===== src/rtl/grid_min_path_sum_traceback_assert.svh =====
// Assertion macros shared by the grid minimum path sum RTL.
// Expects signals clk and rst_n in the scope of each use.
`ifndef GRID_MIN_PATH_SUM_TRACEBACK_ASSERT_SVH
`define GRID_MIN_PATH_SUM_TRACEBACK_ASSERT_SVH

// Same-cycle implication.
`define GMPS_ASSERT_IMPL(label, ante, cons, msg) \
    label: assert property (@(posedge clk) disable iff (!rst_n) (ante) |-> (cons)) \
        else $error(msg);

// Next-cycle implication.
`define GMPS_ASSERT_NEXT(label, ante, cons, msg) \
    label: assert property (@(posedge clk) disable iff (!rst_n) (ante) |=> (cons)) \
        else $error(msg);

`endif


===== src/rtl/gmps_pkg.sv =====
// Package for the grid minimum path sum block: widths, codes, types, helpers.
// No dependencies.
package gmps_pkg;

    localparam int MAX_COLS_DEF = 16;
    localparam int MAX_ROWS_DEF = 16;

    localparam int COST_W    = 8;
    localparam int SUM_W     = 13;
    localparam int POS_W     = 4;
    localparam int CFG_W     = 5;
    localparam int CFG_IDX_W = 2;

    localparam logic [SUM_W-1:0]     SUM_MAX       = 13'h1FFF;
    localparam logic [CFG_W-1:0]     GRID_RESET    = 5'd16;
    localparam logic [CFG_IDX_W-1:0] CFG_GRID_COLS = 2'd0;
    localparam logic [CFG_IDX_W-1:0] CFG_GRID_ROWS = 2'd1;

    typedef enum logic [1:0] {
        SEL_NONE,
        SEL_LEFT,
        SEL_UP,
        SEL_MIN
    } sel_t;

    typedef struct packed {
        sel_t              mode;
        logic [COST_W-1:0] addend;
    } alu_req_t;

    typedef enum logic [1:0] {
        ST_IDLE,
        ST_CELL,
        ST_TB_EMIT,
        ST_TB_WAIT
    } state_t;

    function automatic logic [6:0] clamp_size(input logic [CFG_W-1:0] v, input int maxv);
        logic [6:0] res;
        if (v == '0)
            res = 7'd1;
        else if (int'(v) > maxv)
            res = 7'(maxv);
        else
            res = 7'(v);
        return res;
    endfunction

endpackage


===== src/rtl/gmps_if.sv =====
// Valid/ready channel interfaces for cell costs in and path words out.
// Depends on gmps_pkg.
interface gmps_cell_if;
    logic                        valid;
    logic                        ready;
    logic [gmps_pkg::COST_W-1:0] cell_cost;

    modport source (output valid, output cell_cost, input ready);
    modport sink   (input valid, input cell_cost, output ready);
endinterface

interface gmps_path_if;
    logic                       valid;
    logic                       ready;
    logic [gmps_pkg::POS_W-1:0] path_row;
    logic [gmps_pkg::POS_W-1:0] path_col;
    logic [gmps_pkg::SUM_W-1:0] path_sum;
    logic                       last_step;

    modport source (output valid, output path_row, output path_col, output path_sum,
                    output last_step, input ready);
    modport sink   (input valid, input path_row, input path_col, input path_sum,
                    input last_step, output ready);
endinterface


===== src/rtl/grid_min_path_sum_traceback.sv =====
// Each cell cost is handled as a registered read of the left and upper sums from the
// table, then a pass through the shared select-add unit and a table write. After the
// last cell the block is busy with the traceback: rows+cols-1 words; each but the origin
// word is emitted and then followed by a read of the two neighbor sums, and the origin
// word ends the traceback. The table needs no clearing after reset. Writing a size
// register restarts loading at cell zero, except during a cell step, which still advances.
// Depends on gmps_pkg, gmps_if, gmps_sum_ram, gmps_alu and the assertion macro header.
`include "grid_min_path_sum_traceback_assert.svh"

module grid_min_path_sum_traceback #(
    parameter int MAX_COLS = gmps_pkg::MAX_COLS_DEF,
    parameter int MAX_ROWS = gmps_pkg::MAX_ROWS_DEF
) (
    input  logic                           clk,
    input  logic                           rst_n,
    input  logic                           cfg_we,
    input  logic [gmps_pkg::CFG_IDX_W-1:0] cfg_index,
    input  logic [gmps_pkg::CFG_W-1:0]     cfg_wdata,
    gmps_cell_if.sink                      cell_chan,
    gmps_path_if.source                    path_chan
);

    localparam int DEPTH  = MAX_ROWS * MAX_COLS;
    localparam int ADDR_W = (DEPTH > 1) ? $clog2(DEPTH) : 1;
    localparam int COL_W  = (MAX_COLS > 1) ? $clog2(MAX_COLS) : 1;
    localparam int ROW_W  = (MAX_ROWS > 1) ? $clog2(MAX_ROWS) : 1;
    localparam int CCNT_W = $clog2(MAX_COLS + 1);
    localparam int RCNT_W = $clog2(MAX_ROWS + 1);

    gmps_pkg::state_t state_reg, state_next;

    logic [gmps_pkg::CFG_W-1:0] cols_reg, cols_next;
    logic [gmps_pkg::CFG_W-1:0] rows_reg, rows_next;

    logic [ADDR_W-1:0] ld_idx_reg, ld_idx_next;
    logic [COL_W-1:0]  ld_col_reg, ld_col_next;
    logic [ROW_W-1:0]  ld_row_reg, ld_row_next;

    logic [gmps_pkg::COST_W-1:0] cost_reg, cost_next;

    logic [ADDR_W-1:0]          tb_idx_reg, tb_idx_next;
    logic [COL_W-1:0]           tb_col_reg, tb_col_next;
    logic [ROW_W-1:0]           tb_row_reg, tb_row_next;
    logic [gmps_pkg::SUM_W-1:0] tb_sum_reg, tb_sum_next;

    logic                       out_valid_reg, out_valid_next;
    logic [gmps_pkg::POS_W-1:0] out_row_reg, out_row_next;
    logic [gmps_pkg::POS_W-1:0] out_col_reg, out_col_next;
    logic [gmps_pkg::SUM_W-1:0] out_sum_reg, out_sum_next;
    logic                       out_last_reg, out_last_next;

    logic [CCNT_W-1:0] cols_eff;
    logic [RCNT_W-1:0] rows_eff;
    logic [COL_W-1:0]  cols_m1;
    logic [ROW_W-1:0]  rows_m1;
    logic              last_cell;

    logic [ADDR_W-1:0] rd_base;
    logic [ADDR_W-1:0] rd_addr_a;
    logic [ADDR_W-1:0] rd_addr_b;
    logic [COL_W-1:0]  pos_col;
    logic [ROW_W-1:0]  pos_row;

    logic                       wr_en;
    logic [gmps_pkg::SUM_W-1:0] left_sum;
    logic [gmps_pkg::SUM_W-1:0] up_sum;
    gmps_pkg::alu_req_t         alu_req;
    logic [gmps_pkg::SUM_W-1:0] alu_result;
    logic                       take_left;
    logic                       out_free;
    logic                       at_origin;

    assign cols_eff  = CCNT_W'(gmps_pkg::clamp_size(cols_reg, MAX_COLS));
    assign rows_eff  = RCNT_W'(gmps_pkg::clamp_size(rows_reg, MAX_ROWS));
    assign cols_m1   = COL_W'(cols_eff - 1'b1);
    assign rows_m1   = ROW_W'(rows_eff - 1'b1);
    assign last_cell = (ld_row_reg == rows_m1) && (ld_col_reg == cols_m1);

    assign rd_base   = (state_reg == gmps_pkg::ST_IDLE) ? ld_idx_reg : tb_idx_reg;
    assign rd_addr_a = rd_base - 1'b1;
    assign rd_addr_b = rd_base - ADDR_W'(cols_eff);

    assign pos_col   = (state_reg == gmps_pkg::ST_CELL) ? ld_col_reg : tb_col_reg;
    assign pos_row   = (state_reg == gmps_pkg::ST_CELL) ? ld_row_reg : tb_row_reg;
    assign at_origin = (tb_row_reg == '0) && (tb_col_reg == '0);
    assign out_free  = !out_valid_reg || path_chan.ready;
    assign wr_en     = (state_reg == gmps_pkg::ST_CELL);

    always_comb
    begin
        if (pos_row == '0 && pos_col == '0)
            alu_req.mode = gmps_pkg::SEL_NONE;
        else if (pos_row == '0)
            alu_req.mode = gmps_pkg::SEL_LEFT;
        else if (pos_col == '0)
            alu_req.mode = gmps_pkg::SEL_UP;
        else
            alu_req.mode = gmps_pkg::SEL_MIN;
        alu_req.addend = (state_reg == gmps_pkg::ST_CELL) ? cost_reg : '0;
    end

    gmps_sum_ram #(
        .DEPTH  (DEPTH),
        .ADDR_W (ADDR_W)
    ) u_ram (
        .clk       (clk),
        .wr_en     (wr_en),
        .wr_addr   (ld_idx_reg),
        .wr_data   (alu_result),
        .rd_addr_a (rd_addr_a),
        .rd_addr_b (rd_addr_b),
        .rd_data_a (left_sum),
        .rd_data_b (up_sum)
    );

    gmps_alu u_alu (
        .req       (alu_req),
        .left_sum  (left_sum),
        .up_sum    (up_sum),
        .result    (alu_result),
        .take_left (take_left)
    );

    always_ff @(posedge clk or negedge rst_n)
    begin
        if (!rst_n)
        begin
            state_reg     <= gmps_pkg::ST_IDLE;
            cols_reg      <= gmps_pkg::GRID_RESET;
            rows_reg      <= gmps_pkg::GRID_RESET;
            ld_idx_reg    <= '0;
            ld_col_reg    <= '0;
            ld_row_reg    <= '0;
            out_valid_reg <= 1'b0;
        end
        else
        begin
            state_reg     <= state_next;
            cols_reg      <= cols_next;
            rows_reg      <= rows_next;
            ld_idx_reg    <= ld_idx_next;
            ld_col_reg    <= ld_col_next;
            ld_row_reg    <= ld_row_next;
            out_valid_reg <= out_valid_next;
        end
    end

    always_ff @(posedge clk)
    begin
        cost_reg     <= cost_next;
        tb_idx_reg   <= tb_idx_next;
        tb_col_reg   <= tb_col_next;
        tb_row_reg   <= tb_row_next;
        tb_sum_reg   <= tb_sum_next;
        out_row_reg  <= out_row_next;
        out_col_reg  <= out_col_next;
        out_sum_reg  <= out_sum_next;
        out_last_reg <= out_last_next;
    end

    always_comb
    begin
        state_next     = state_reg;
        cols_next      = cols_reg;
        rows_next      = rows_reg;
        ld_idx_next    = ld_idx_reg;
        ld_col_next    = ld_col_reg;
        ld_row_next    = ld_row_reg;
        cost_next      = cost_reg;
        tb_idx_next    = tb_idx_reg;
        tb_col_next    = tb_col_reg;
        tb_row_next    = tb_row_reg;
        tb_sum_next    = tb_sum_reg;
        out_valid_next = out_valid_reg && !path_chan.ready;
        out_row_next   = out_row_reg;
        out_col_next   = out_col_reg;
        out_sum_next   = out_sum_reg;
        out_last_next  = out_last_reg;

        if (cfg_we)
        begin
            if (cfg_index == gmps_pkg::CFG_GRID_COLS)
            begin
                cols_next   = cfg_wdata;
                ld_idx_next = '0;
                ld_col_next = '0;
                ld_row_next = '0;
            end
            else if (cfg_index == gmps_pkg::CFG_GRID_ROWS)
            begin
                rows_next   = cfg_wdata;
                ld_idx_next = '0;
                ld_col_next = '0;
                ld_row_next = '0;
            end
        end

        case (state_reg)
            gmps_pkg::ST_IDLE:
            begin
                if (cell_chan.valid)
                begin
                    cost_next  = cell_chan.cell_cost;
                    state_next = gmps_pkg::ST_CELL;
                end
            end
            gmps_pkg::ST_CELL:
            begin
                if (last_cell)
                begin
                    tb_idx_next = ld_idx_reg;
                    tb_col_next = ld_col_reg;
                    tb_row_next = ld_row_reg;
                    tb_sum_next = alu_result;
                    ld_idx_next = '0;
                    ld_col_next = '0;
                    ld_row_next = '0;
                    state_next  = gmps_pkg::ST_TB_EMIT;
                end
                else
                begin
                    ld_idx_next = ld_idx_reg + 1'b1;
                    if (ld_col_reg == cols_m1)
                    begin
                        ld_col_next = '0;
                        ld_row_next = ld_row_reg + 1'b1;
                    end
                    else
                    begin
                        ld_col_next = ld_col_reg + 1'b1;
                    end
                    state_next = gmps_pkg::ST_IDLE;
                end
            end
            gmps_pkg::ST_TB_EMIT:
            begin
                if (out_free)
                begin
                    out_valid_next = 1'b1;
                    out_row_next   = gmps_pkg::POS_W'(tb_row_reg);
                    out_col_next   = gmps_pkg::POS_W'(tb_col_reg);
                    out_sum_next   = tb_sum_reg;
                    out_last_next  = at_origin;
                    state_next     = at_origin ? gmps_pkg::ST_IDLE : gmps_pkg::ST_TB_WAIT;
                end
            end
            gmps_pkg::ST_TB_WAIT:
            begin
                tb_sum_next = alu_result;
                if (take_left)
                begin
                    tb_col_next = tb_col_reg - 1'b1;
                    tb_idx_next = tb_idx_reg - 1'b1;
                end
                else
                begin
                    tb_row_next = tb_row_reg - 1'b1;
                    tb_idx_next = tb_idx_reg - ADDR_W'(cols_eff);
                end
                state_next = gmps_pkg::ST_TB_EMIT;
            end
            default:
            begin
                state_next = gmps_pkg::ST_IDLE;
            end
        endcase
    end

    assign cell_chan.ready     = (state_reg == gmps_pkg::ST_IDLE);
    assign path_chan.valid     = out_valid_reg;
    assign path_chan.path_row  = out_row_reg;
    assign path_chan.path_col  = out_col_reg;
    assign path_chan.path_sum  = out_sum_reg;
    assign path_chan.last_step = out_last_reg;

    `GMPS_ASSERT_NEXT(a_accept_to_cell, cell_chan.valid && cell_chan.ready, state_reg == gmps_pkg::ST_CELL, "accepted word did not enter cell step")
    `GMPS_ASSERT_IMPL(a_last_at_origin, path_chan.valid && path_chan.last_step, path_chan.path_row == '0 && path_chan.path_col == '0, "last word not at origin")
    `GMPS_ASSERT_NEXT(a_wait_to_emit, state_reg == gmps_pkg::ST_TB_WAIT, state_reg == gmps_pkg::ST_TB_EMIT, "traceback step did not return to emit")

endmodule


===== src/rtl/gmps_sum_ram.sv =====
// Best-sum table: one write port, two registered read ports.
// Depends on gmps_pkg.
module gmps_sum_ram #(
    parameter int DEPTH  = gmps_pkg::MAX_ROWS_DEF * gmps_pkg::MAX_COLS_DEF,
    parameter int ADDR_W = (DEPTH > 1) ? $clog2(DEPTH) : 1
) (
    input  logic                       clk,
    input  logic                       wr_en,
    input  logic [ADDR_W-1:0]          wr_addr,
    input  logic [gmps_pkg::SUM_W-1:0] wr_data,
    input  logic [ADDR_W-1:0]          rd_addr_a,
    input  logic [ADDR_W-1:0]          rd_addr_b,
    output logic [gmps_pkg::SUM_W-1:0] rd_data_a,
    output logic [gmps_pkg::SUM_W-1:0] rd_data_b
);

    logic [gmps_pkg::SUM_W-1:0] mem [0:DEPTH-1];
    logic [gmps_pkg::SUM_W-1:0] rd_data_a_reg;
    logic [gmps_pkg::SUM_W-1:0] rd_data_b_reg;

    always_ff @(posedge clk)
    begin
        if (wr_en)
        begin
            mem[wr_addr] <= wr_data;
        end
    end

    always_ff @(posedge clk)
    begin
        rd_data_a_reg <= mem[rd_addr_a];
        rd_data_b_reg <= mem[rd_addr_b];
    end

    assign rd_data_a = rd_data_a_reg;
    assign rd_data_b = rd_data_b_reg;

endmodule


===== src/rtl/gmps_alu.sv =====
// Shared select-and-add unit: picks a neighbor sum and adds a cost with saturation.
// Depends on gmps_pkg.
module gmps_alu (
    input  gmps_pkg::alu_req_t         req,
    input  logic [gmps_pkg::SUM_W-1:0] left_sum,
    input  logic [gmps_pkg::SUM_W-1:0] up_sum,
    output logic [gmps_pkg::SUM_W-1:0] result,
    output logic                       take_left
);

    logic [gmps_pkg::SUM_W-1:0] chosen;
    logic [gmps_pkg::SUM_W:0]   wide;

    always_comb
    begin
        case (req.mode)
            gmps_pkg::SEL_NONE: take_left = 1'b0;
            gmps_pkg::SEL_LEFT: take_left = 1'b1;
            gmps_pkg::SEL_UP:   take_left = 1'b0;
            gmps_pkg::SEL_MIN:  take_left = (left_sum <= up_sum);
            default:            take_left = 1'b0;
        endcase

        if (req.mode == gmps_pkg::SEL_NONE)
            chosen = '0;
        else if (take_left)
            chosen = left_sum;
        else
            chosen = up_sum;

        wide = {1'b0, chosen} + (gmps_pkg::SUM_W + 1)'(req.addend);
        result = wide[gmps_pkg::SUM_W] ? gmps_pkg::SUM_MAX : wide[gmps_pkg::SUM_W-1:0];
    end

endmodule

===== src/flat_wrapper.sv =====
// flat-port wrapper written by rule: the top's interface ports become plain ports
module grid_min_path_sum_traceback_flat 
#(
    parameter int MAX_COLS = gmps_pkg::MAX_COLS_DEF,
    parameter int MAX_ROWS = gmps_pkg::MAX_ROWS_DEF
)
  (clk, rst_n, cfg_we, cfg_index, cfg_wdata, cell_chan_valid, cell_chan_cell_cost, cell_chan_ready, path_chan_valid, path_chan_path_row, path_chan_path_col, path_chan_path_sum, path_chan_last_step, path_chan_ready);
  gmps_cell_if cell_chan_i ();
  gmps_path_if path_chan_i ();
  input  logic clk;
  input  logic rst_n;
  input  logic cfg_we;
  input  logic [gmps_pkg::CFG_IDX_W-1:0] cfg_index;
  input  logic [gmps_pkg::CFG_W-1:0] cfg_wdata;
  input wire logic [$bits(cell_chan_i.valid)-1:0] cell_chan_valid;
  input wire logic [$bits(cell_chan_i.cell_cost)-1:0] cell_chan_cell_cost;
  output wire logic [$bits(cell_chan_i.ready)-1:0] cell_chan_ready;
  output wire logic [$bits(path_chan_i.valid)-1:0] path_chan_valid;
  output wire logic [$bits(path_chan_i.path_row)-1:0] path_chan_path_row;
  output wire logic [$bits(path_chan_i.path_col)-1:0] path_chan_path_col;
  output wire logic [$bits(path_chan_i.path_sum)-1:0] path_chan_path_sum;
  output wire logic [$bits(path_chan_i.last_step)-1:0] path_chan_last_step;
  input wire logic [$bits(path_chan_i.ready)-1:0] path_chan_ready;
  assign cell_chan_i.valid = cell_chan_valid;
  assign cell_chan_i.cell_cost = cell_chan_cell_cost;
  assign cell_chan_ready = cell_chan_i.ready;
  assign path_chan_valid = path_chan_i.valid;
  assign path_chan_path_row = path_chan_i.path_row;
  assign path_chan_path_col = path_chan_i.path_col;
  assign path_chan_path_sum = path_chan_i.path_sum;
  assign path_chan_last_step = path_chan_i.last_step;
  assign path_chan_i.ready = path_chan_ready;
  grid_min_path_sum_traceback #(.MAX_COLS(MAX_COLS), .MAX_ROWS(MAX_ROWS)) u_core (.clk(clk), .rst_n(rst_n), .cfg_we(cfg_we), .cfg_index(cfg_index), .cfg_wdata(cfg_wdata), .cell_chan(cell_chan_i), .path_chan(path_chan_i));
endmodule

===== config.mk =====
export PLATFORM = sky130hd
export DESIGN_NAME = grid_min_path_sum_traceback_flat
export DESIGN_NICKNAME = d
export VERILOG_FILES = /design/src/rtl/gmps_pkg.sv /design/src/rtl/gmps_if.sv /design/src/rtl/grid_min_path_sum_traceback.sv /design/src/rtl/gmps_sum_ram.sv /design/src/rtl/gmps_alu.sv /design/src/flat_wrapper.sv
export VERILOG_INCLUDE_DIRS = /design/src /design/src/rtl
export SDC_FILE = /design/constraint.sdc
export NUM_CORES = 2
export LEC_CHECK = 0
export BUFFER_PORTS_ARGS = -buffer_cell sky130_fd_sc_hd__buf_2
export CAP_MARGIN = 20
export CORE_ASPECT_RATIO = 2
export CORE_MARGIN = 3
export CORE_UTILIZATION = 40
export CTS_BUF_LIST = sky130_fd_sc_hd__clkbuf_4 sky130_fd_sc_hd__clkbuf_8
export DETAILED_ROUTE_END_ITERATION = 8
export GPL_ROUTABILITY_DRIVEN = 0
export PLACE_DENSITY_LB_ADDON = 0.3
export SLEW_MARGIN = 20
export SYNTH_ARGS = -nofsm -noshare
export SYNTH_HDL_FRONTEND = slang
export SYNTH_SLANG_ARGS = --single-unit

===== constraint.sdc =====
create_clock -name clk -period 21.7 [get_ports clk]
set_input_delay 1.085 -clock clk [delete_from_list [all_inputs] [get_ports clk]]
set_output_delay 1.085 -clock clk [all_outputs]
set_load 0.01 [all_outputs]

==> results.cfg <==
[place]
hpwl_um = 366000
port_buffers = 43

[finish]
max_flop_register = u_core.u_ram.mem
layout_commonest_cell = edfxtp_1
largest_reg_flops = 3328
layout_common_cells = edfxtp_1, mux4_2, nand2_1
syn_to_final_growth_pct = 11.6
fillers = 33900
drive_gt1_share_pct = 37.4
nets = 8580

[clock_tree]
insertion_delay_ps = 1140
cts-root-buf = clkbuf_8
path_clk_slew_ps = 80
cts_buffers = 456
cts_sinks = 3442
cts_tree = yes
cts_buffer_depth = 4
cts.htree.levels = 5
cts_resized = 0

[worst_setup_path]
crit_type = reg2reg
cp-endpoint = u_core.u_ram.rd_data_b[1]$_DFF_P_
required_ps = 22630
r2r_end = u_core.u_ram.rd_data_b[1]$_DFF_P_
cpMaxStageDelayCell = o22ai_2
worst_setup_path_start_kind = flip-flop
critical_path.max_fanout = 107
critPathLaunch = u_core.state_reg[1]$_DFFE_PN0P_
r2r_cells = 13
cp_slowest_stage_delay_ps = 920
crit_chain = or2_1 -> inv_4 -> mux2i_4 -> ha_4 -> buf_12 -> buf_4 -> buf_6 -> buf_4 -> mux4_2 -> mux4_2 -> mux4_2 -> o22ai_2 -> nor2_1
r2r_slack_ps = 12210
worst_path_most_repeated_cell = mux4_2
rr_startpoint = u_core.state_reg[1]$_DFFE_PN0P_
crit_buf_inv = 5
cp_top_family = buffers and inverters
endpoint_kind = flip-flop
path_depth = 13
arrival_ps = 10430

[synthesis]
netlist.area_leader.share_pct = 63.5
async_flop_share_pct = 0.843
synthFlopType = edfxtp_1
syn-cell-area_um2 = 160000
synth-seq-cells = 3442
yosysWarnings = 0
synth_cells = 8214
synth_cell_types = 55
netlist.top_cell.by_area = edfxtp_1
synth-seq-area-share_pct = 64.2
synth_fp_nets = 8280
synth_edf_count = 3387
syn_area_per_cell_um2 = 19.5
synth_area_leaders = edfxtp_1, mux4_2, nand2_1

[route]
first_pass_iters = 7
drt_iter0_markers = 12500
antenna_left = 0
num_vias = 95000
drc_errors = 0
viasPerCell = 6.68
wl_per_cell_um = 40.1
routed_wl_um = 571000

[global_routing]
grt.overflow.total = 0
grt_max_degree = 134
antenna_found_initial = 52
grt_pass1_wl_um = 787000
grt_pass1_vias = 96900
grt_usage_pct = 27.7

[timing]
slew_viol_final = 0
hold_viol_final = 0
finalCriticalPeriod_ps = 9490
maxSlewHeadroom_pct = 5.93
fin_setup_tns_ps = 0
clock_skew_ps = 102
rsz0062_at_grt = no
fmax_ghz = 0.105
worst_pin_slew_ps = 1410
final.period_utilization_pct = 43.7
setup_viol = 0

[run]
maxCapViolCount = 0

[run_status]
status = completed

[die]
fp.dieH_um = 901
dieArea_um2 = 409000
io_pins = 44
chipWidth_um = 454
core_um2 = 399000
core.rowCount = 328
initial_core_util_pct = 40.2

[min_path]
min_path_type = in2reg
==> final cells by class <==
class | count | area, µm² | share of cell area [%]
clock buffers | 570 | 7210 | 4.03
repair buffers | 476 | 3890 | 2.17
flip-flops and latches | 3442 | 103000 | 57.6
clock inverters | 252 | 2240 | 1.25
well taps | 5280 | 6610 | 3.69
diodes | 57 | 143 | 0.0797
multi-input cells | 4105 | 55700 | 31.1
inverters | 33 | 126 | 0.0707
==> cells in the mapped netlist (45+ instances only) <==
master / n
mux2i_1: 81
a211oi_1: 52
and2_1: 64
nand2_1: 715
buf_2: 101
nand3_1: 452
mux4_2: 1918
nor2_1: 326
a31oi_1: 55
nand4_1: 45
a2111oi_0: 50
o21ai_0: 48
clkbuf_1: 444
edfxtp_1: 3387
buf_1: 83
==> repair_timing <==
item | 4_1_cts | 5_1_grt
setup buffers | 0 | 0
hold buffers | 2 | 0
endpoints found under the hold margin | 28 | 0
==> routing by layer <==
metal	GRT usage [%]	vias to the layer above	part of all wire (%)
met5	0	-	0.040
met4	25.1	30	11
met3	5.94	1698	8.9
met2	46.3	6872	50
met1	29.2	50800	30
li1	-	35600	-
==> how the worst min path moves through the flow <==
stage,from,endpoint,slack (ps),cells past startpoint
2_1_floorplan,u_core.tb_sum_reg[0]$_DFFE_PP_,u_core.path_chan.path_sum[0]$_DFFE_PP_,400,0
3_3_place_gp,u_core.tb_sum_reg[10]$_DFFE_PP_,u_core.path_chan.path_sum[10]$_DFFE_PP_,400,0
3_5_place_dp,u_core.tb_sum_reg[6]$_DFFE_PP_,u_core.path_chan.path_sum[6]$_DFFE_PP_,400,0
4_1_cts,cell_chan_cell_cost[1],u_core.cost_reg[1]$_DFFE_PP_,3,1
5_1_grt,cell_chan_cell_cost[2],u_core.cost_reg[2]$_DFFE_PP_,110,1
6_report,cell_chan_cell_cost[1],u_core.cost_reg[1]$_DFFE_PP_,130,1
==> cells by family after synthesis <==
logic type      synth area share (%)
flops                           64.2
mux                             27.5
buf+inv                         1.66
fa+ha+maj                      0.373
compound gates                  1.30
simple gates                    4.65
xor+xnor                       0.224
==> stage by stage <==
stage / hold slack, ps / std cells / utilization, % / setup WS (ps) / area [µm²]
4_1_cts: 3.05 / 14200 / 44.8 / 12050 / 179000
6_report: 125 / 14200 / 44.8 / 12210 / 179000
2_1_floorplan: 400 / 8214 / - / 5350 / 160000
5_1_grt: 114 / 14200 / 44.8 / 11650 / 179000
3_3_place_gp: 400 / 13300 / 42.3 / 11110 / 169000
3_5_place_dp: 405 / 13300 / 42.4 / 12140 / 169000
Power is not shown: default switching activity piles up to over one toggle a cycle in this logic, so the estimate is an artifact.
